`src/design/xml_tag_tokenizer_checker_core_defines.svh`:
```
// ----------------------------------------------------------------------------
// xml tag tokenizer checker assertion macros
// concurrent assertion wrappers, empty when synthesizing
// ----------------------------------------------------------------------------
`ifndef XML_TAG_TOKENIZER_CHECKER_CORE_DEFINES_SVH
`define XML_TAG_TOKENIZER_CHECKER_CORE_DEFINES_SVH

`ifndef SYNTHESIS
`define XTC_ASSERT_IMP(lbl, clk, rst_n, ante, cons) \
    lbl: assert property (@(posedge clk) disable iff (!rst_n) (ante) |-> (cons)) \
        else $error("xtc assertion failed");
`define XTC_ASSERT_NXT(lbl, clk, rst_n, ante, cons) \
    lbl: assert property (@(posedge clk) disable iff (!rst_n) (ante) |=> (cons)) \
        else $error("xtc assertion failed");
`else
`define XTC_ASSERT_IMP(lbl, clk, rst_n, ante, cons)
`define XTC_ASSERT_NXT(lbl, clk, rst_n, ante, cons)
`endif

`endif

```
`src/design/xtc_pkg.sv`:
```
// ----------------------------------------------------------------------------
// xml tag tokenizer checker package
// token, grammar and lexer codes, result types and the per-byte step function
// ----------------------------------------------------------------------------
package xtc_pkg;

    localparam int unsigned MAX_RES = 3;

    // lexer modes
    localparam logic [2:0] M_IDLE  = 3'd0;
    localparam logic [2:0] M_LT    = 3'd1;
    localparam logic [2:0] M_SLASH = 3'd2;
    localparam logic [2:0] M_QMARK = 3'd3;
    localparam logic [2:0] M_NAME  = 3'd4;
    localparam logic [2:0] M_TEXT  = 3'd5;

    // grammar positions
    localparam logic [3:0] G_PROLOG = 4'd0;
    localparam logic [3:0] G_PI     = 4'd1;
    localparam logic [3:0] G_FIRST  = 4'd2;
    localparam logic [3:0] G_NODE   = 4'd3;
    localparam logic [3:0] G_TNAME  = 4'd4;
    localparam logic [3:0] G_ATTR   = 4'd5;
    localparam logic [3:0] G_EQ     = 4'd6;
    localparam logic [3:0] G_VAL    = 4'd7;
    localparam logic [3:0] G_ENAME  = 4'd8;
    localparam logic [3:0] G_ECLOSE = 4'd9;

    // token kinds
    localparam logic [3:0] K_TAG_OPEN = 4'd0;
    localparam logic [3:0] K_END_OPEN = 4'd1;
    localparam logic [3:0] K_PI_OPEN  = 4'd2;
    localparam logic [3:0] K_PI_CLOSE = 4'd3;
    localparam logic [3:0] K_CLOSE    = 4'd4;
    localparam logic [3:0] K_EMPTY    = 4'd5;
    localparam logic [3:0] K_EQUALS   = 4'd6;
    localparam logic [3:0] K_NAME_CH  = 4'd7;
    localparam logic [3:0] K_NAME_END = 4'd8;
    localparam logic [3:0] K_TEXT_CH  = 4'd9;
    localparam logic [3:0] K_TEXT_END = 4'd10;
    localparam logic [3:0] K_END      = 4'd11;
    localparam logic [3:0] K_ERROR    = 4'd12;

    // syntax error codes
    localparam logic [3:0] E_NONE       = 4'd0;
    localparam logic [3:0] E_OPENER     = 4'd1;
    localparam logic [3:0] E_TAG_NAME   = 4'd2;
    localparam logic [3:0] E_EQUALS     = 4'd3;
    localparam logic [3:0] E_VALUE      = 4'd4;
    localparam logic [3:0] E_CLOSER     = 4'd5;
    localparam logic [3:0] E_END_NAME   = 4'd6;
    localparam logic [3:0] E_END_CLOSER = 4'd7;
    localparam logic [3:0] E_STRAY      = 4'd8;

    // characters
    localparam logic [7:0] C_NUL   = 8'h00;
    localparam logic [7:0] C_TAB   = 8'h09;
    localparam logic [7:0] C_CR    = 8'h0D;
    localparam logic [7:0] C_SPACE = 8'h20;
    localparam logic [7:0] C_QUOTE = 8'h22;
    localparam logic [7:0] C_SLASH = 8'h2F;
    localparam logic [7:0] C_LT    = 8'h3C;
    localparam logic [7:0] C_EQ    = 8'h3D;
    localparam logic [7:0] C_GT    = 8'h3E;
    localparam logic [7:0] C_QMARK = 8'h3F;
    localparam logic [7:0] C_UP_A  = 8'h41;
    localparam logic [7:0] C_UP_Z  = 8'h5A;
    localparam logic [7:0] C_LO_A  = 8'h61;
    localparam logic [7:0] C_LO_Z  = 8'h7A;

    typedef struct packed {
        logic [3:0] kind;
        logic [7:0] ch;
        logic [3:0] err;
    } t_res;

    typedef struct packed {
        logic [2:0]             mode;
        logic [3:0]             gpos;
        logic                   fin;
        logic [1:0]             cnt;
        t_res [MAX_RES-1:0]     res;
    } t_step;

    typedef struct packed {
        logic [3:0] next;
        logic [3:0] code;
    } t_acc;

    function automatic logic f_is_alpha(input logic [7:0] b);
        return ((b >= C_UP_A) && (b <= C_UP_Z)) || ((b >= C_LO_A) && (b <= C_LO_Z));
    endfunction

    function automatic logic f_is_space(input logic [7:0] b);
        return (b == C_SPACE) || ((b >= C_TAB) && (b <= C_CR));
    endfunction

    // grammar check at the start of a token
    function automatic t_acc f_accept(input logic [3:0] gpos, input logic [3:0] k);
        t_acc a;
        a.next = gpos;
        a.code = E_NONE;
        case (gpos)
            G_PROLOG: begin
                if (k == K_PI_OPEN) a.next = G_PI;
                else if (k == K_TAG_OPEN) a.next = G_TNAME;
                else if (k == K_END_OPEN) a.next = G_ENAME;
                else a.code = E_OPENER;
            end
            G_PI: begin
                if (k == K_PI_CLOSE) a.next = G_FIRST;
            end
            G_FIRST, G_NODE: begin
                if (k == K_TAG_OPEN) a.next = G_TNAME;
                else if (k == K_END_OPEN) a.next = G_ENAME;
                else a.code = E_OPENER;
            end
            G_TNAME: begin
                if (k == K_NAME_CH) a.next = G_ATTR;
                else a.code = E_TAG_NAME;
            end
            G_ATTR: begin
                if (k == K_NAME_CH) a.next = G_EQ;
                else if ((k == K_CLOSE) || (k == K_EMPTY)) a.next = G_NODE;
                else a.code = E_CLOSER;
            end
            G_EQ: begin
                if (k == K_EQUALS) a.next = G_VAL;
                else a.code = E_EQUALS;
            end
            G_VAL: begin
                if (k == K_TEXT_CH) a.next = G_ATTR;
                else a.code = E_VALUE;
            end
            G_ENAME: begin
                if (k == K_NAME_CH) a.next = G_ECLOSE;
                else a.code = E_END_NAME;
            end
            G_ECLOSE: begin
                if (k == K_CLOSE) a.next = G_NODE;
                else a.code = E_END_CLOSER;
            end
            default: begin
                a.code = E_OPENER;
            end
        endcase
        return a;
    endfunction

    function automatic logic [3:0] f_eof_code(input logic [3:0] gpos);
        logic [3:0] c;
        case (gpos)
            G_PI:     c = E_CLOSER;
            G_TNAME:  c = E_TAG_NAME;
            G_ATTR:   c = E_CLOSER;
            G_EQ:     c = E_EQUALS;
            G_VAL:    c = E_VALUE;
            G_ENAME:  c = E_END_NAME;
            G_ECLOSE: c = E_END_CLOSER;
            default:  c = E_OPENER;
        endcase
        return c;
    endfunction

    function automatic t_step f_emit(input t_step s, input logic [3:0] k,
                                     input logic [7:0] c, input logic [3:0] e);
        t_step r;
        r = s;
        if (r.cnt < 2'(MAX_RES)) begin
            r.res[r.cnt].kind = k;
            r.res[r.cnt].ch   = c;
            r.res[r.cnt].err  = e;
            r.cnt             = r.cnt + 2'd1;
        end
        return r;
    endfunction

    function automatic t_step f_fail(input t_step s, input logic [3:0] code);
        t_step r;
        r      = s;
        r.fin  = 1'b1;
        r.mode = M_IDLE;
        return f_emit(r, K_ERROR, C_NUL, code);
    endfunction

    function automatic t_step f_token(input t_step s, input logic [3:0] k);
        t_acc  a;
        t_step r;
        a = f_accept(s.gpos, k);
        if (a.code != E_NONE) begin
            r = f_fail(s, a.code);
        end else begin
            r      = s;
            r.gpos = a.next;
            r      = f_emit(r, k, C_NUL, E_NONE);
        end
        return r;
    endfunction

    // everything one byte does to the state, and the results it gives
    function automatic t_step f_step(input t_step s, input logic [7:0] b, input logic last);
        t_step      r;
        t_acc       a;
        logic       consumed;
        logic [2:0] m;
        r        = s;
        r.cnt    = 2'd0;
        r.res    = '0;
        consumed = 1'b0;
        m        = s.mode;
        if (!r.fin) begin
            if (b != C_NUL) begin
                case (r.mode)
                    M_LT: begin
                        r.mode = M_IDLE;
                        if (b == C_SLASH) begin
                            r        = f_token(r, K_END_OPEN);
                            consumed = 1'b1;
                        end else if (b == C_QMARK) begin
                            r        = f_token(r, K_PI_OPEN);
                            consumed = 1'b1;
                        end else begin
                            r = f_token(r, K_TAG_OPEN);
                        end
                    end
                    M_SLASH, M_QMARK: begin
                        consumed = 1'b1;
                        if (b == C_GT) begin
                            m      = r.mode;
                            r.mode = M_IDLE;
                            r      = f_token(r, (m == M_SLASH) ? K_EMPTY : K_PI_CLOSE);
                        end else begin
                            r = f_fail(r, E_STRAY);
                        end
                    end
                    M_NAME: begin
                        if (f_is_alpha(b)) begin
                            r        = f_emit(r, K_NAME_CH, b, E_NONE);
                            consumed = 1'b1;
                        end else begin
                            r.mode = M_IDLE;
                            r      = f_emit(r, K_NAME_END, C_NUL, E_NONE);
                        end
                    end
                    M_TEXT: begin
                        consumed = 1'b1;
                        if (b == C_QUOTE) begin
                            r.mode = M_IDLE;
                            r      = f_emit(r, K_TEXT_END, C_NUL, E_NONE);
                        end else begin
                            r = f_emit(r, K_TEXT_CH, b, E_NONE);
                        end
                    end
                    default: begin
                        r.mode = M_IDLE;
                    end
                endcase

                // byte that starts a new token
                if (!consumed && !r.fin && !f_is_space(b)) begin
                    if (f_is_alpha(b)) begin
                        a = f_accept(r.gpos, K_NAME_CH);
                        if (a.code != E_NONE) begin
                            r = f_fail(r, a.code);
                        end else begin
                            r.gpos = a.next;
                            r      = f_emit(r, K_NAME_CH, b, E_NONE);
                            r.mode = M_NAME;
                        end
                    end else if (b == C_QUOTE) begin
                        a = f_accept(r.gpos, K_TEXT_CH);
                        if (a.code != E_NONE) begin
                            r = f_fail(r, a.code);
                        end else begin
                            r.gpos = a.next;
                            r.mode = M_TEXT;
                        end
                    end else if (b == C_EQ) begin
                        r = f_token(r, K_EQUALS);
                    end else if (b == C_GT) begin
                        r = f_token(r, K_CLOSE);
                    end else if (b == C_LT) begin
                        r.mode = M_LT;
                    end else if (b == C_SLASH) begin
                        r.mode = M_SLASH;
                    end else if (b == C_QMARK) begin
                        r.mode = M_QMARK;
                    end else begin
                        r = f_fail(r, E_STRAY);
                    end
                end
            end

            // end of input
            if (!r.fin && ((b == C_NUL) || last)) begin
                m      = r.mode;
                r.mode = M_IDLE;
                if (m == M_TEXT) begin
                    r = f_fail(r, E_VALUE);
                end else if ((m == M_SLASH) || (m == M_QMARK)) begin
                    r = f_fail(r, E_STRAY);
                end else begin
                    if (m == M_LT) begin
                        r = f_token(r, K_TAG_OPEN);
                    end
                    if (!r.fin) begin
                        if (r.gpos == G_NODE) begin
                            r.fin = 1'b1;
                            r     = f_emit(r, K_END, C_NUL, E_NONE);
                        end else begin
                            r = f_fail(r, f_eof_code(r.gpos));
                        end
                    end
                end
            end
        end
        return r;
    endfunction

endpackage

```
`src/design/xtc_in_if.sv`:
```
// ----------------------------------------------------------------------------
// xml tag tokenizer checker input channel
// document bytes with valid/ready handshake
// ----------------------------------------------------------------------------
interface xtc_in_if;
    logic       valid;
    logic       ready;
    logic [7:0] in_byte;
    logic       last_byte;

    modport source (output valid, output in_byte, output last_byte, input ready);
    modport sink   (input valid, input in_byte, input last_byte, output ready);
endinterface

```
`src/design/xtc_out_if.sv`:
```
// ----------------------------------------------------------------------------
// xml tag tokenizer checker output channel
// token events with valid/ready handshake
// ----------------------------------------------------------------------------
interface xtc_out_if;
    logic       valid;
    logic       ready;
    logic [3:0] token_kind;
    logic [7:0] token_char;
    logic [3:0] syntax_error;
    logic       last_result;

    modport source (output valid, output token_kind, output token_char,
                    output syntax_error, output last_result, input ready);
    modport sink   (input valid, input token_kind, input token_char,
                    input syntax_error, input last_result, output ready);
endinterface

```
`src/design/xml_tag_tokenizer_checker_core.sv`:
```
// a byte's results are registered and offered in the cycle after its input transfer
// throughput: one byte per cycle while each byte gives at most one result and
// the output is ready; a byte giving n results holds the 3-entry result buffer
// reset: synchronous, active low; clears lexer mode, grammar position,
// finished flag and the result buffer count
// ----------------------------------------------------------------------------
// xml tag tokenizer checker core
// lexes a byte stream into tag tokens and checks a flat tag grammar
// ----------------------------------------------------------------------------
`include "xml_tag_tokenizer_checker_core_defines.svh"

module xml_tag_tokenizer_checker_core (
    input  logic          i_clk,
    input  logic          i_rst_n,
    xtc_in_if.sink        i_in,
    xtc_out_if.source     o_out
);

    logic [2:0]                          r_mode;
    logic [3:0]                          r_gpos;
    logic                                r_fin;
    logic [1:0]                          r_cnt;
    logic [1:0]                          r_idx;
    xtc_pkg::t_res [xtc_pkg::MAX_RES-1:0] r_res;

    xtc_pkg::t_step w_cur;
    xtc_pkg::t_step n_step;
    logic           w_in_xfer;
    logic           w_out_xfer;
    logic           w_out_last;

    always_comb begin
        w_cur      = '0;
        w_cur.mode = r_mode;
        w_cur.gpos = r_gpos;
        w_cur.fin  = r_fin;
        n_step     = xtc_pkg::f_step(w_cur, i_in.in_byte, i_in.last_byte);
    end

    assign w_out_last = (r_idx == (r_cnt - 2'd1));
    assign w_out_xfer = o_out.valid && o_out.ready;
    // take a new byte once the buffer is empty or its final result leaves now
    assign i_in.ready = (r_cnt == 2'd0) || (o_out.ready && w_out_last);
    assign w_in_xfer  = i_in.valid && i_in.ready;

    assign o_out.valid        = (r_cnt != 2'd0);
    assign o_out.token_kind   = r_res[r_idx].kind;
    assign o_out.token_char   = r_res[r_idx].ch;
    assign o_out.syntax_error = r_res[r_idx].err;
    assign o_out.last_result  = w_out_last;

    always_ff @(posedge i_clk) begin
        if (!i_rst_n) begin
            r_mode <= xtc_pkg::M_IDLE;
            r_gpos <= xtc_pkg::G_PROLOG;
            r_fin  <= 1'b0;
            r_cnt  <= 2'd0;
            r_idx  <= 2'd0;
        end else if (w_in_xfer) begin
            r_mode <= n_step.mode;
            r_gpos <= n_step.gpos;
            r_fin  <= n_step.fin;
            r_cnt  <= n_step.cnt;
            r_idx  <= 2'd0;
        end else if (w_out_xfer) begin
            if (w_out_last) begin
                r_cnt <= 2'd0;
            end else begin
                r_idx <= r_idx + 2'd1;
            end
        end
    end

    always_ff @(posedge i_clk) begin
        if (w_in_xfer) begin
            r_res <= n_step.res;
        end
    end

    `XTC_ASSERT_NXT(a_fin_sticky, i_clk, i_rst_n, r_fin, r_fin)
    `XTC_ASSERT_IMP(a_idx_in_range, i_clk, i_rst_n, r_cnt != 2'd0, r_idx < r_cnt)
    `XTC_ASSERT_IMP(a_error_is_last, i_clk, i_rst_n,
        o_out.valid && (o_out.token_kind == xtc_pkg::K_ERROR), o_out.last_result)
    `XTC_ASSERT_IMP(a_done_means_fin, i_clk, i_rst_n,
        o_out.valid && ((o_out.token_kind == xtc_pkg::K_ERROR) ||
        (o_out.token_kind == xtc_pkg::K_END)), r_fin)
    `XTC_ASSERT_NXT(a_fin_silent, i_clk, i_rst_n, r_fin && w_in_xfer, r_cnt == 2'd0)

endmodule
```
`src/flat_wrapper.sv`:
```
// flat-port wrapper written by rule: the top's interface ports become plain ports
module xml_tag_tokenizer_checker_core_flat 
  (i_clk, i_rst_n, i_in_valid, i_in_in_byte, i_in_last_byte, i_in_ready, o_out_valid, o_out_token_kind, o_out_token_char, o_out_syntax_error, o_out_last_result, o_out_ready);
  xtc_in_if i_in_i ();
  xtc_out_if o_out_i ();
  input  logic i_clk;
  input  logic i_rst_n;
  input wire logic [$bits(i_in_i.valid)-1:0] i_in_valid;
  input wire logic [$bits(i_in_i.in_byte)-1:0] i_in_in_byte;
  input wire logic [$bits(i_in_i.last_byte)-1:0] i_in_last_byte;
  output wire logic [$bits(i_in_i.ready)-1:0] i_in_ready;
  output wire logic [$bits(o_out_i.valid)-1:0] o_out_valid;
  output wire logic [$bits(o_out_i.token_kind)-1:0] o_out_token_kind;
  output wire logic [$bits(o_out_i.token_char)-1:0] o_out_token_char;
  output wire logic [$bits(o_out_i.syntax_error)-1:0] o_out_syntax_error;
  output wire logic [$bits(o_out_i.last_result)-1:0] o_out_last_result;
  input wire logic [$bits(o_out_i.ready)-1:0] o_out_ready;
  assign i_in_i.valid = i_in_valid;
  assign i_in_i.in_byte = i_in_in_byte;
  assign i_in_i.last_byte = i_in_last_byte;
  assign i_in_ready = i_in_i.ready;
  assign o_out_valid = o_out_i.valid;
  assign o_out_token_kind = o_out_i.token_kind;
  assign o_out_token_char = o_out_i.token_char;
  assign o_out_syntax_error = o_out_i.syntax_error;
  assign o_out_last_result = o_out_i.last_result;
  assign o_out_i.ready = o_out_ready;
  xml_tag_tokenizer_checker_core u_core (.i_clk(i_clk), .i_rst_n(i_rst_n), .i_in(i_in_i), .o_out(o_out_i));
endmodule
```
`config.mk`:
```
export PLATFORM = sky130hd
export DESIGN_NAME = xml_tag_tokenizer_checker_core_flat
export DESIGN_NICKNAME = d
export VERILOG_FILES = /design/src/design/xtc_pkg.sv /design/src/design/xtc_in_if.sv /design/src/design/xtc_out_if.sv /design/src/design/xml_tag_tokenizer_checker_core.sv /design/src/flat_wrapper.sv
export VERILOG_INCLUDE_DIRS = /design/src /design/src/design
export SDC_FILE = /design/constraint.sdc
export NUM_CORES = 1
export LEC_CHECK = 0
export BUFFER_PORTS_ARGS = -buffer_cell sky130_fd_sc_hd__buf_2
export CORE_MARGIN = 1
export CORE_UTILIZATION = 55
export DETAILED_ROUTE_END_ITERATION = 16
export PLACE_DENSITY_LB_ADDON = 0.12
export SKIP_CTS_REPAIR_TIMING = 1
export SLEW_MARGIN = 20
export SYNTH_ARGS = -nofsm -noshare
export SYNTH_HDL_FRONTEND = slang
export SYNTH_SLANG_ARGS = --single-unit
export TNS_END_PERCENT = 50
```
`constraint.sdc`:
```
create_clock -name i_clk -period 6.6 [get_ports i_clk]
set_input_delay 0.33 -clock i_clk [delete_from_list [all_inputs] [get_ports i_clk]]
set_output_delay 0.33 -clock i_clk [all_outputs]
set_load 0.03 [all_outputs]
```
==> flow_summary.rst <==
.. list-table::
   :header-rows: 1

   * - Metric
     - Value
   * - Commonest cells post-synth
     - sky130_fd_sc_hd__nor2_1, sky130_fd_sc_hd__nand2_1, sky130_fd_sc_hd__o21ai_0
   * - Setup CP Type
     - reg2reg
   * - Count of vias placed by the detailed router
     - 5377
   * - Clock tree from TritonCTS
     - yes
   * - Fraction of layout instances using a drive strength above 1
     - 12.5%
   * - Latest clock arrival within the worst-skew pair
     - 0.31 ns
   * - Worst slack on hold paths
     - 0.362 ns
   * - R2R setup slack
     - 1.29 ns
   * - Clock slew seen by the registers of the worst setup and hold paths
     - 0.11 ns
   * - TritonCTS Buffers
     - 5
   * - Post-synthesis register bit count
     - 51
   * - Transition time of the tightest slew-check pin
     - 1.16 ns
   * - Cell at the slowest stage of the critical path
     - sky130_fd_sc_hd__o31a_1
   * - Number of iterations in the first detailed-routing pass
     - 8
   * - Sequence of cells on the critical path
     - or3b_2 > o41ai_2 > o31a_1 > xnor2_1 > or3_1 > ha_1 > a221oi_1 > o311a_1 > a21oi_1 > and2_1 > a41oi_1 > nor4_1 > nand2b_1 > o22ai_1
   * - Remaining number of nets flagged by the antenna check after routing
     - 0
   * - Leakage power of the design
     - 1.80 nW
   * - Post-Synthesis Cells
     - 637
   * - Share of flip-flops with an asynchronous set or reset
     - 0%
   * - Library cell occupying the most area in the post-synthesis netlist
     - sky130_fd_sc_hd__edfxtp_1
   * - Vias in the first global route
     - 4983
   * - Synth Flop Type
     - sky130_fd_sc_hd__edfxtp_1
   * - Clock sink count
     - 51
   * - Longest Clk Path Bufs
     - 2
   * - Final Net Count
     - 656
   * - Weighted congestion at the end of routability-driven global placement
     - 1.04
   * - Total nets after synthesis
     - 653
   * - Cell with the most instances after synthesis
     - sky130_fd_sc_hd__nor2_1
   * - Total congestion overflow after global routing
     - 0
   * - Port bufs
     - 31
   * - Class of the worst hold path
     - in2reg
   * - Number of DRC markers in iteration 0
     - 666
   * - Data arrival at the endpoint of the critical path
     - 5.47 ns
   * - Horiz. Die Dim
     - 96.8 um
   * - Number of cells on the worst reg-to-reg path
     - 14
   * - Post-route clock skew
     - 0.00813 ns
   * - Number of filler cells placed in the layout
     - 786
   * - Final critical-path required period
     - 5.31 ns
   * - Max Clock Freq
     - 0.188 GHz
   * - Register Area
     - 1410 um2
   * - Die outline height
     - 96.8 um
   * - Crit path buffers/inverters
     - 0
   * - Setup Total Neg Slack
     - 0 ns
   * - CP delay by family, top
     - compound AO/OA/AOI/OAI gates
   * - Most congested layer reported by global routing
     - met2
   * - Starting density of the core
     - 56.7%
   * - Post-route cell area
     - 5220 um2
   * - Number of top-level pins
     - 32
   * - Endpoint required time on the critical path
     - 6.76 ns
   * - Area used by multi-input combinational logic
     - 3310 um2
   * - Number of instances on the worst hold path
     - 2
   * - Startpoint type of the worst setup path
     - register
   * - Remaining design rule violation count
     - 0
   * - Maximum capacitance violations
     - 0
   * - Antenna diode count
     - 0
   * - # H-tree levels
     - 2
   * - Critical register-to-register path endpoint
     - u_core.r_res[34]
   * - Largest stage delay on the critical path
     - 0.66 ns
   * - Area share of the largest cell type after synthesis
     - 23.7%
   * - First-pass GRT wire length
     - 27.1 mm
   * - RSZ-0062 raised after global routing
     - false
   * - Cell Pwr Density
     - 155 nW/um2
   * - Sort of element at the end of the critical path
     - register
   * - Number of library cell types mapped by synthesis
     - 87
   * - Library cell used as clock root buffer
     - sky130_fd_sc_hd__clkbuf_8
   * - Total design power
     - 810 uW
   * - Met3 usage
     - 5.92%
   * - Placed inst area
     - 5120 um2
   * - IR Drop Worst-Case VDD
     - 106 uV
   * - Area added between synthesis and finish
     - 5.49%
   * - CORE AREA
     - 8720 um2
   * - Final wirelength
     - 17.2 mm
   * - Worst-case hold path end point
     - u_core.r_fin
   * - Biggest area contributors in the synthesized netlist
     - sky130_fd_sc_hd__edfxtp_1, sky130_fd_sc_hd__o21ai_0, sky130_fd_sc_hd__nor2_1
   * - Setup violations, final
     - 0
   * - Outcome
     - finished clean
   * - EDFF count, synth
     - 39
   * - Num rows
     - 34
   * - Count of yosys warnings during synthesis
     - 0
   * - Average wire length per cell after detail routing
     - 23.0 um
   * - Vias per inst
     - 7.18
   * - GRT Resource Usage Total
     - 36.2%
   * - Worst-path fanout max
     - 16
   * - Min-delay src
     - i_rst_n
   * - Cell area after technology mapping
     - 4950 um2
   * - Met1 layer usage reported by global route
     - 47.6%
   * - Count of pins over their slew limit
     - 0
   * - Final number of hold-violating endpoints
     - 0
   * - Share of the cycle needed by the critical path after routing
     - 80.4%
   * - Max-Slew Margin vs Limit
     - 22.4%
   * - DIE AREA
     - 9380 um2
   * - Sequential element share of the synthesized area
     - 28.5%
   * - Met2 layer usage reported by global route
     - 59.6%
   * - DP HPWL
     - 13.1 mm
   * - Syn_area_per_cell
     - 7.77 um2
   * - Initial antenna violation count
     - 0
   * - Pin count of the biggest net entering global routing
     - 41
   * - Reg-to-Reg Start
     - u_core.r_gpos[0]
==> cell families (layout without fill, tap and decap cells) <==
logic type / after synthesis / count (layout) / synth area share (%)
compound gates: 221 / 221 / 31.7
xor+xnor: 9 / 9 / 1.59
fa+ha+maj: 3 / 3 / 0.759
buf+inv: 56 / 60 / 4.75
flops: 51 / 51 / 28.5
mux: 17 / 17 / 3.44
other cells: 1 / 1 / 0.0758
simple gates: 279 / 279 / 29.2
==> flip-flops by register name, indices dropped and copies added (netlist names) <==
| register | cells |
|---|---|
| u_core.r_res | 39 |
| u_core.r_gpos | 4 |
| u_core.r_mode | 3 |
| u_core.r_cnt | 2 |
| u_core.r_idx | 2 |
| u_core.r_fin | 1 |
==> how the worst max path moves through the flow <==
stage | from | to | slack, ns | cells after the start
detailed placement | i_in_in_byte[4] | u_core.r_res[34] | 1.43 | 15
global route | u_core.r_gpos[0] | u_core.r_res[34] | 1.02 | 14
floorplan | u_core.r_mode[2] | u_core.r_res[34] | 2.42 | 16
global placement | i_in_in_byte[0] | u_core.r_res[34] | 1.59 | 15
finish | u_core.r_gpos[0] | u_core.r_res[34] | 1.29 | 14
CTS | u_core.r_gpos[0] | u_core.r_res[34] | 1.42 | 14
==> metal layers <==
layer	vias up	part of all wire (%)
li1	2431	-
met1	2508	40
met2	366	46
met3	72	9.8
met4	0	3.9
met5	-	0
==> final cells by class <==
cell class	count	share of cell area, %
inverters	13	0.935
clock inverters	3	0.503
repair buffers	39	4.12
flip-flops and latches	51	27.0
clock buffers	5	1.32
multi-input cells	530	63.5
well taps	108	2.59
==> placed cells by master, fill, tap and decap left out, drive strengths merged, types with 6 or more instances in the layout <==
cell	instances
nor2	68
nand2	66
o21ai	58
a21oi	44
edfxtp	39
buf	39
nand3	22
nor3	19
and2	18
mux2i	17
nand2b	15
and3	15
inv	14
o211ai	13
a31oi	12
dfxtp	12
o31ai	10
o21a	8
or2	8
xnor2	7
nand4	7
or3	7
a22oi	7
o22ai	7
nor4	6
==> worst register-to-register path, cell delays in order, from the launching register on <==
cell and delay (ns):
sky130_fd_sc_hd__dfxtp_1 0.60, sky130_fd_sc_hd__or3b_2 0.53, sky130_fd_sc_hd__o41ai_2 0.36, sky130_fd_sc_hd__o31a_1 0.66, sky130_fd_sc_hd__xnor2_1 0.21, sky130_fd_sc_hd__or3_1 0.43
sky130_fd_sc_hd__ha_1 0.29, sky130_fd_sc_hd__a221oi_1 0.08, sky130_fd_sc_hd__o311a_1 0.18, sky130_fd_sc_hd__a21oi_1 0.56, sky130_fd_sc_hd__and2_1 0.35, sky130_fd_sc_hd__a41oi_1 0.23
sky130_fd_sc_hd__nor4_1 0.38, sky130_fd_sc_hd__nand2b_1 0.15, sky130_fd_sc_hd__o22ai_1 0.17
==> per-stage QoR <==
step / instances / setup slack (ns) / util [%]
finish: 749 / 1.29 / 59.8
global route: 749 / 1.02 / 59.8
CTS: 749 / 1.42 / 59.8
detailed placement: 741 / 1.43 / 58.8
global placement: 741 / 1.59 / 58.8
floorplan: 637 / 2.42 / -
==> report_power, final <==
part / total [mW] / internal [mW] / switching (mW)
logic: 0.222 / 0.0662 / 0.155
registers: 0.395 / 0.375 / 0.0199
clock network: 0.194 / 0.0785 / 0.115
No activity file was read; power rests on OpenSTA's default activity.
